### src/hw/rtl/vifa_pkg.sv
// ----------------------------------------------------------------------------
// vifa_pkg
// Shared types and constants for the versatile interface adapter: operation
// codes, register offsets, interrupt flag masks and control bit positions.
// ----------------------------------------------------------------------------
package vifa_pkg;

	// operation carried by one request
	typedef enum logic [2:0] {
		OP_READ    = 3'd0,
		OP_WRITE   = 3'd1,
		OP_TICK    = 3'd2,
		OP_SET_CA1 = 3'd3,
		OP_SET_CB1 = 3'd4
	} op_t;

	// register offsets on the bus side
	typedef enum logic [3:0] {
		REG_ORB    = 4'h0,
		REG_ORA    = 4'h1,
		REG_DDRB   = 4'h2,
		REG_DDRA   = 4'h3,
		REG_T1CL   = 4'h4,
		REG_T1CH   = 4'h5,
		REG_T1LL   = 4'h6,
		REG_T1LH   = 4'h7,
		REG_T2CL   = 4'h8,
		REG_T2CH   = 4'h9,
		REG_SR     = 4'hA,
		REG_ACR    = 4'hB,
		REG_PCR    = 4'hC,
		REG_IFR    = 4'hD,
		REG_IER    = 4'hE,
		REG_ORA_NH = 4'hF
	} reg_t;

	// interrupt flag masks (bits 0..6; bit 7 is the summary)
	localparam logic [6:0] FLG_CA2 = 7'h01;
	localparam logic [6:0] FLG_CA1 = 7'h02;
	localparam logic [6:0] FLG_SR  = 7'h04;
	localparam logic [6:0] FLG_CB1 = 7'h10;
	localparam logic [6:0] FLG_T2  = 7'h20;
	localparam logic [6:0] FLG_T1  = 7'h40;

	// control bit positions
	localparam int T1_PB7_EN_BIT     = 7;
	localparam int T1_CONTINUOUS_BIT = 6;
	localparam int T2_PULSE_MODE_BIT = 5;
	localparam int PCR_CA1_RISE      = 0;
	localparam int PCR_CB1_RISE      = 4;

	localparam logic [15:0] TIMER_MAX = 16'hFFFF;

endpackage

### src/hw/rtl/versatile_interface_adapter_unit.sv
// ----------------------------------------------------------------------------
// versatile_interface_adapter_unit
// Two-port interface adapter with two 16-bit down timers, CA1/CB1 edge
// detection and a flag/enable interrupt scheme, driven one operation at a time.
// ----------------------------------------------------------------------------
// Usage:
//   A request on req_valid/req_ready carries one operation: bus read, bus
//   write, timer tick, or a new CA1 / CB1 level, plus the current port pins.
//   Every request yields exactly one response on rsp_valid/rsp_ready with the
//   read byte (zero unless a read), the IRQ level and the PB7 level after the
//   operation.
//   The request lands in the input register; when the response register is
//   free, the register file updates and the response register loads together.
//   Throughput is one request per cycle while the receiver keeps up; the limit
//   is the register file read-modify-write between the two register stages.
//   When the receiver stalls, the response register holds and the input
//   register takes one more request; req_ready drops only when both are full.
//   Reset clears ports, directions, control, flags and enables, sets both
//   timer counters and the timer 1 latch to all ones and the CA1/CB1 stored
//   levels to one. No response is pending after reset.
// ----------------------------------------------------------------------------
module versatile_interface_adapter_unit (
	input  logic       clk,
	input  logic       arst_n,
	input  logic       req_valid,
	output logic       req_ready,
	input  logic [2:0] opcode,
	input  logic [3:0] reg_index,
	input  logic [7:0] write_data,
	input  logic       line_level,
	input  logic [7:0] port_a_pins,
	input  logic [7:0] port_b_pins,
	output logic       rsp_valid,
	input  logic       rsp_ready,
	output logic [7:0] read_data,
	output logic       irq,
	output logic       pb7_level
);

	// input stage
	logic       valid_s1;
	logic [2:0] op_s1;
	logic [3:0] idx_s1;
	logic [7:0] data_s1;
	logic       level_s1;
	logic [7:0] pa_s1;
	logic [7:0] pb_s1;

	// response stage
	logic       rsp_valid_s2;
	logic [7:0] read_data_s2;
	logic       irq_s2;
	logic       pb7_s2;

	// register file
	logic [7:0]  port_a_out_q, port_b_out_q, port_a_dir_q, port_b_dir_q;
	logic [15:0] t1_count_q, t1_latch_q, t2_count_q;
	logic [7:0]  t2_low_latch_q, shift_reg_q, aux_control_q, periph_control_q;
	logic [6:0]  flag_q, enable_q;
	logic        t1_fired_q, t2_fired_q, pb7_q, ca1_last_q, cb1_last_q;

	// next values
	logic [7:0]  port_a_out_d, port_b_out_d, port_a_dir_d, port_b_dir_d;
	logic [15:0] t1_count_d, t1_latch_d, t2_count_d;
	logic [7:0]  t2_low_latch_d, shift_reg_d, aux_control_d, periph_control_d;
	logic [6:0]  flag_d, enable_d;
	logic        t1_fired_d, t2_fired_d, pb7_d, ca1_last_d, cb1_last_d;
	logic [6:0]  flag_clr, flag_set;
	logic [7:0]  rd_data;
	logic [7:0]  pa_view, pb_view;
	logic        summary;
	logic        advance;

	// handshake: response register frees the input register
	assign advance   = valid_s1 && (!rsp_valid_s2 || rsp_ready);
	assign req_ready = !valid_s1 || advance;

	always_ff @(posedge clk or negedge arst_n) begin
		if (!arst_n) begin
			valid_s1 <= 1'b0;
		end else if (req_ready) begin
			valid_s1 <= req_valid;
		end
	end

	always_ff @(posedge clk) begin
		if (req_ready && req_valid) begin
			op_s1    <= opcode;
			idx_s1   <= reg_index;
			data_s1  <= write_data;
			level_s1 <= line_level;
			pa_s1    <= port_a_pins;
			pb_s1    <= port_b_pins;
		end
	end

	// pin views: outputs where driven, pins elsewhere
	assign pa_view = (port_a_out_q & port_a_dir_q) | (pa_s1 & ~port_a_dir_q);
	assign pb_view = (port_b_out_q & port_b_dir_q) | (pb_s1 & ~port_b_dir_q);
	assign summary = |(flag_q & enable_q);

	// operation decode and register file next state
	always_comb begin
		port_a_out_d     = port_a_out_q;
		port_b_out_d     = port_b_out_q;
		port_a_dir_d     = port_a_dir_q;
		port_b_dir_d     = port_b_dir_q;
		t1_count_d       = t1_count_q;
		t1_latch_d       = t1_latch_q;
		t2_count_d       = t2_count_q;
		t2_low_latch_d   = t2_low_latch_q;
		shift_reg_d      = shift_reg_q;
		aux_control_d    = aux_control_q;
		periph_control_d = periph_control_q;
		enable_d         = enable_q;
		t1_fired_d       = t1_fired_q;
		t2_fired_d       = t2_fired_q;
		pb7_d            = pb7_q;
		ca1_last_d       = ca1_last_q;
		cb1_last_d       = cb1_last_q;
		flag_clr         = '0;
		flag_set         = '0;
		rd_data          = '0;

		case (vifa_pkg::op_t'(op_s1))
			vifa_pkg::OP_READ: begin
				case (vifa_pkg::reg_t'(idx_s1))
					vifa_pkg::REG_ORB: begin
						rd_data  = pb_view;
						flag_clr = vifa_pkg::FLG_CB1;
					end
					vifa_pkg::REG_ORA: begin
						rd_data  = pa_view;
						flag_clr = vifa_pkg::FLG_CA1 | vifa_pkg::FLG_CA2;
					end
					vifa_pkg::REG_DDRB: rd_data = port_b_dir_q;
					vifa_pkg::REG_DDRA: rd_data = port_a_dir_q;
					vifa_pkg::REG_T1CL: begin
						rd_data  = t1_count_q[7:0];
						flag_clr = vifa_pkg::FLG_T1;
					end
					vifa_pkg::REG_T1CH: rd_data = t1_count_q[15:8];
					vifa_pkg::REG_T1LL: rd_data = t1_latch_q[7:0];
					vifa_pkg::REG_T1LH: rd_data = t1_latch_q[15:8];
					vifa_pkg::REG_T2CL: begin
						rd_data  = t2_count_q[7:0];
						flag_clr = vifa_pkg::FLG_T2;
					end
					vifa_pkg::REG_T2CH: rd_data = t2_count_q[15:8];
					vifa_pkg::REG_SR: begin
						rd_data  = shift_reg_q;
						flag_clr = vifa_pkg::FLG_SR;
					end
					vifa_pkg::REG_ACR: rd_data = aux_control_q;
					vifa_pkg::REG_PCR: rd_data = periph_control_q;
					vifa_pkg::REG_IFR: rd_data = {summary, flag_q};
					vifa_pkg::REG_IER: rd_data = {1'b1, enable_q};
					default:           rd_data = pa_view;
				endcase
			end

			vifa_pkg::OP_WRITE: begin
				case (vifa_pkg::reg_t'(idx_s1))
					vifa_pkg::REG_ORB: begin
						port_b_out_d = data_s1;
						flag_clr     = vifa_pkg::FLG_CB1;
					end
					vifa_pkg::REG_ORA: begin
						port_a_out_d = data_s1;
						flag_clr     = vifa_pkg::FLG_CA1 | vifa_pkg::FLG_CA2;
					end
					vifa_pkg::REG_DDRB: port_b_dir_d = data_s1;
					vifa_pkg::REG_DDRA: port_a_dir_d = data_s1;
					vifa_pkg::REG_T1CL, vifa_pkg::REG_T1LL:
						t1_latch_d = {t1_latch_q[15:8], data_s1};
					vifa_pkg::REG_T1CH: begin
						// load counter from the full latch and rearm
						t1_latch_d = {data_s1, t1_latch_q[7:0]};
						t1_count_d = {data_s1, t1_latch_q[7:0]};
						t1_fired_d = 1'b0;
						if (aux_control_q[vifa_pkg::T1_PB7_EN_BIT]) begin
							pb7_d = 1'b0;
						end
						flag_clr = vifa_pkg::FLG_T1;
					end
					vifa_pkg::REG_T1LH: begin
						t1_latch_d = {data_s1, t1_latch_q[7:0]};
						flag_clr   = vifa_pkg::FLG_T1;
					end
					vifa_pkg::REG_T2CL: t2_low_latch_d = data_s1;
					vifa_pkg::REG_T2CH: begin
						t2_count_d = {data_s1, t2_low_latch_q};
						t2_fired_d = 1'b0;
						flag_clr   = vifa_pkg::FLG_T2;
					end
					vifa_pkg::REG_SR:  shift_reg_d      = data_s1;
					vifa_pkg::REG_ACR: aux_control_d    = data_s1;
					vifa_pkg::REG_PCR: periph_control_d = data_s1;
					vifa_pkg::REG_IFR: flag_clr         = data_s1[6:0];
					vifa_pkg::REG_IER: begin
						// bit 7 selects set or clear of the enables
						if (data_s1[7]) begin
							enable_d = enable_q | data_s1[6:0];
						end else begin
							enable_d = enable_q & ~data_s1[6:0];
						end
					end
					default: port_a_out_d = data_s1;
				endcase
			end

			vifa_pkg::OP_TICK: begin
				// timer 1: reload in free run, one flag per load in one-shot
				if (t1_count_q == '0) begin
					t1_count_d = vifa_pkg::TIMER_MAX;
					if (aux_control_q[vifa_pkg::T1_CONTINUOUS_BIT]) begin
						flag_set   = flag_set | vifa_pkg::FLG_T1;
						t1_count_d = t1_latch_q;
						pb7_d      = !pb7_q;
					end else if (!t1_fired_q) begin
						flag_set   = flag_set | vifa_pkg::FLG_T1;
						t1_fired_d = 1'b1;
						pb7_d      = 1'b1;
					end
				end else begin
					t1_count_d = t1_count_q - 16'd1;
				end
				// timer 2: counts only in timed mode
				if (!aux_control_q[vifa_pkg::T2_PULSE_MODE_BIT]) begin
					if (t2_count_q == '0) begin
						t2_count_d = vifa_pkg::TIMER_MAX;
						if (!t2_fired_q) begin
							flag_set   = flag_set | vifa_pkg::FLG_T2;
							t2_fired_d = 1'b1;
						end
					end else begin
						t2_count_d = t2_count_q - 16'd1;
					end
				end
			end

			vifa_pkg::OP_SET_CA1: begin
				if (periph_control_q[vifa_pkg::PCR_CA1_RISE] ? (!ca1_last_q && level_s1)
						: (ca1_last_q && !level_s1)) begin
					flag_set = vifa_pkg::FLG_CA1;
				end
				ca1_last_d = level_s1;
			end

			vifa_pkg::OP_SET_CB1: begin
				if (periph_control_q[vifa_pkg::PCR_CB1_RISE] ? (!cb1_last_q && level_s1)
						: (cb1_last_q && !level_s1)) begin
					flag_set = vifa_pkg::FLG_CB1;
				end
				cb1_last_d = level_s1;
			end

			default: ;
		endcase

		flag_d = (flag_q & ~flag_clr) | flag_set;
	end

	// register file
	always_ff @(posedge clk or negedge arst_n) begin
		if (!arst_n) begin
			port_a_out_q     <= '0;
			port_b_out_q     <= '0;
			port_a_dir_q     <= '0;
			port_b_dir_q     <= '0;
			t1_count_q       <= vifa_pkg::TIMER_MAX;
			t1_latch_q       <= vifa_pkg::TIMER_MAX;
			t2_count_q       <= vifa_pkg::TIMER_MAX;
			t2_low_latch_q   <= '0;
			shift_reg_q      <= '0;
			aux_control_q    <= '0;
			periph_control_q <= '0;
			flag_q           <= '0;
			enable_q         <= '0;
			t1_fired_q       <= 1'b0;
			t2_fired_q       <= 1'b0;
			pb7_q            <= 1'b0;
			ca1_last_q       <= 1'b1;
			cb1_last_q       <= 1'b1;
		end else if (advance) begin
			port_a_out_q     <= port_a_out_d;
			port_b_out_q     <= port_b_out_d;
			port_a_dir_q     <= port_a_dir_d;
			port_b_dir_q     <= port_b_dir_d;
			t1_count_q       <= t1_count_d;
			t1_latch_q       <= t1_latch_d;
			t2_count_q       <= t2_count_d;
			t2_low_latch_q   <= t2_low_latch_d;
			shift_reg_q      <= shift_reg_d;
			aux_control_q    <= aux_control_d;
			periph_control_q <= periph_control_d;
			flag_q           <= flag_d;
			enable_q         <= enable_d;
			t1_fired_q       <= t1_fired_d;
			t2_fired_q       <= t2_fired_d;
			pb7_q            <= pb7_d;
			ca1_last_q       <= ca1_last_d;
			cb1_last_q       <= cb1_last_d;
		end
	end

	// response register
	always_ff @(posedge clk or negedge arst_n) begin
		if (!arst_n) begin
			rsp_valid_s2 <= 1'b0;
		end else if (!rsp_valid_s2 || rsp_ready) begin
			rsp_valid_s2 <= valid_s1;
		end
	end

	always_ff @(posedge clk) begin
		if (advance) begin
			read_data_s2 <= rd_data;
			irq_s2       <= |(flag_d & enable_d);
			pb7_s2       <= pb7_d;
		end
	end

	assign rsp_valid = rsp_valid_s2;
	assign read_data = read_data_s2;
	assign irq       = irq_s2;
	assign pb7_level = pb7_s2;

endmodule

### config.mk
export PLATFORM = sky130hd
export DESIGN_NAME = versatile_interface_adapter_unit
export DESIGN_NICKNAME = d
export VERILOG_FILES = /design/src/hw/rtl/vifa_pkg.sv /design/src/hw/rtl/versatile_interface_adapter_unit.sv
export SDC_FILE = /design/constraint.sdc
export NUM_CORES = 1
export LEC_CHECK = 0
export CAP_MARGIN = 20
export CELL_PAD_IN_SITES_DETAIL_PLACEMENT = 1
export CELL_PAD_IN_SITES_GLOBAL_PLACEMENT = 2
export CORE_MARGIN = 2
export CORE_UTILIZATION = 43
export DETAILED_ROUTE_END_ITERATION = 7
export DONT_BUFFER_PORTS = 1
export GPL_TIMING_DRIVEN = 1
export PLACE_DENSITY = 0.91
export SETUP_SLACK_MARGIN = 0.1
export SLEW_MARGIN = 10
export SYNTH_ARGS = -nofsm -noshare
export SYNTH_HDL_FRONTEND = slang
export SYNTH_SLANG_ARGS = --single-unit
### constraint.sdc
create_clock -name clk -period 2.5 [get_ports clk]
set_clock_uncertainty 0.15 [all_clocks]
set_input_delay 0.625 -clock clk [delete_from_list [all_inputs] [get_ports clk]]
set_output_delay 0.625 -clock clk [all_outputs]
set_load 0.02 [all_outputs]
==> reports/results.ini <==
[power]
clkPwrFrac_pct=34.0
p_sw_mw=2.747
power_frac_comb_pct=18.5
p_int_mw=6.003
sw_frac_of_total_pct=31.39
p_leak_nw=4.478
powerDensity_nw_per_um2=786.6
seq_power_share_pct=47.4
p_total_mw=8.750
ir_worst_vdd_v=0.0004916

[timing]
period_needed_ns=2.489
max_slew.worst_pin.slew_ns=0.6808
worst_hold_slack_ns=-0.2657
setup_viol=0
drv_slew=0
fin_setup_tns_ns=0
rsz0062_at_grt=yes
slew-limit-headroom_pct=54.52
hold_viol_final=133
fin_crit_sh_pct=99.54
max_freq_ghz=0.4018

[routing]
drt_wl_total_mm=33.40
antenna_left=0
avgViaCountPerCell=6.625
drt_iter0_drc=898
vias=7976
drc=0
wl_per_cell_um=27.74
drt-pass1-iter-count=7

[clocking]
cts.htree.levels=4
cts_buffer_depth=2
cts.sink_count=175
cts_root_buf=clkbuf_16
cts_tree=built
insertion_delay_ns=0.44
clk_pin_slew_ns=0.07
cts_made_buffers=17

[setup_path]
critical_path_class=register to register
cp.arrival_ns=2.50
max_stage_delay_ns=0.51
cp_max_fo=6
ff2ff_setup_slack_ns=0.01
crit_top_cell=buf_4
worstSetupEndpointType=register
start_kind=register
worst-path-buf-inv=3
cp.required_ns=2.52
crit_slowest_cell=or4_1
path_cells=buf_4 -> buf_4 -> buf_4 -> nor3_1 -> a21oi_1 -> o211ai_1 -> a21oi_1 -> or4_1
crit_family=simple AND/OR/NAND/NOR gates

[layout]
final_layout_size_suffix_gt1_share_pct=36.15
regArea_um2=4652
n_fill_cell=2296
multi_input_area_um2=4497
diodes=0
fin_nets=951
area_delta_synth_final_pct=17.98

[synthesis]
yosys-top-cells-area=dfrtp_1 (22%), dfstp_2 (14%), edfxtp_1 (13%), mux2_2 (11%), mux2i_1 (2.4%)
synthCells=865
yosys_warnings=0
synth_edf_count=42
netlist_area_um2=9428
synth_top_area_share_pct=22.03
synth_cell_types=81
synth.ff_latch_count=175
seq_area_frac_synth_pct=49.34
syn_area_per_cell_um2=10.90
async_reset_ff_share_pct=76.00
yosysTopAreaCell=dfrtp_1
synth_nets=905
synthFlopType=dfrtp_1

[place]
gp_congestion=0.9131
dp_hpwl_mm=22.22
portBuffers=0

[job]
maxCapViolCount=0

[grt]
grt_max_degree=134
antenna_found_initial=0
grt_usage_pct=27.64
overflow=0
grt_pass1_wl_mm=48.93
grt_pass1_vias=7913

[worst_hold_path]
min_path_type=input port to async pin

[die]
num_rows=54
dieWidth_um=152.1
initial_core_util_pct=43.47
dieArea_um2=23130
ios=48
die_h_um=152.1
core-area_um2=21690

[run_status]
status=finished, violations left
violations=hold timing

logic make-up (layout without fill, tap and decap cells):
logic type | Yosys count | in the layout | share of synthesized area (%)
AND/OR/NAND/NOR | 248 | 248 | 14.92
AO/OA/AOI/OAI | 220 | 220 | 16.06
flip-flops | 175 | 175 | 49.34
multiplexers | 121 | 121 | 14.19
buffers and inverters | 92 | 151 | 4.499
XOR/XNOR | 5 | 5 | 0.4645
adder cells (fa/ha/maj) | 4 | 4 | 0.5309
cell usage in the layout, fill, tap and decap left out, types with 5 or more instances in the layout:
cell type,instances
inv_1,21
a21oi_1,37
nand3b_1,7
nand2_1,48
nand2b_1,6
nor2_1,37
nand4_1,8
dfrtp_1,83
a2bb2oi_1,9
buf_6,5
nand3_1,32
edfxtp_1,42
or3_1,7
nor3_1,26
a22oi_1,11
buf_4,80
mux2_2,95
nand2_2,5
nor4_1,7
mux2i_1,22
o211ai_1,11
o22ai_1,11
clkbuf_16,20
o21ai_0,39
a31oi_1,28
nor2b_1,8
dfstp_2,50
buf_12,7
final cells by class:
cell class / instances / area share [%]
Sequential cell: 175 / 41.82
Multi-Input combinational cell: 598 / 40.43
Timing Repair Buffer: 95 / 7.840
Clock buffer: 20 / 4.106
Tap cell: 280 / 3.150
Clock inverter: 12 / 1.744
Inverter: 24 / 0.9111
power groups by stage:
stage | Clock, mW | Combinational, mW | Sequential (mW)
floorplan | 0 | 1.08 | 3.86
global placement | 0 | 1.43 | 4.14
detailed placement | 0 | 1.49 | 4.16
CTS | 3.01 | 1.51 | 4.11
global route | 3.11 | 1.75 | 4.18
finish | 2.98 | 1.62 | 4.15
state kept, by name, indices dropped and copies added, names as in the netlist, 7 cells and up:
signal,flops
t1_count_q,16
t1_latch_q,16
t2_count_q,16
aux_control_q,8
data_s1,8
pa_s1,8
pb_s1,8
periph_control_q,8
port_a_dir_q,8
port_a_out_q,8
port_b_dir_q,8
port_b_out_q,8
read_data,8
shift_reg_q,8
t2_low_latch_q,8
enable_q,7
flag_q,7
final timing paths:
| check | cells after the start | startpoint | endpoint |
|---|---|---|---|
| max in group asynchronous | 0 | arst_n | t1_latch_q[14] |
| hold reg to reg | 1 | port_b_out_q[4] | port_b_out_q[4] |
| min in group clk | 0 | port_a_pins[7] | pa_s1[7] |
| setup reg to reg | 8 | op_s1[0] | irq |
| hold / removal | 0 | arst_n | enable_q[0] |
| setup / recovery | 8 | op_s1[0] | irq |
timing repair:
item / CTS / global route
hold endpoints to repair: 133 / 133
setup endpoints to repair: 23 / 38
resized for setup: 7 / 35
setup buffers: 1 / 17
cloned: 0 / 3
pin swaps: 0 / 9
worst reg2reg max path, stage by stage (launching register included):
cell	delay, ns
edfxtp_1	0.41
buf_4	0.18
buf_4	0.14
buf_4	0.15
nor3_1	0.25
a21oi_1	0.10
o211ai_1	0.23
a21oi_1	0.10
or4_1	0.51
metrics by stage:
step           setup WS (ns)  util [%]  instance area [µm²]  std cells
2_1_floorplan         0.2077         -                 9428        865
3_3_place_gp         0.04116     46.48                10080       1151
3_5_place_dp        0.009066     46.48                10080       1151
4_1_cts            -0.006604     49.60                10760       1184
5_1_grt            -0.009889     51.29                11120       1204
6_report             0.01143     51.29                11120       1204
metal layers:
layer	wire, µm	vias up	GRT usage, %	part of all wire [%]
met5	0	-	0	0
met2	15870	380	44.40	48
met3	2009	107	5.419	6.0
met4	1629	0	12.51	4.9
met1	13890	4116	36.39	42
li1	-	3373	-	-
cell usage after synthesis (18+ instances only):
library cell	count
a21oi_1	39
nor2_1	39
edfxtp_1	42
dfstp_2	50
o21ai_0	39
dfrtp_1	83
mux2_2	95
buf_2	18
mux2i_1	23
a31oi_1	29
inv_1	24
nand2_1	50
clkbuf_1	33
nor3_1	28
nand3_1	32
Note: power is estimated with default switching activity, not from simulation.
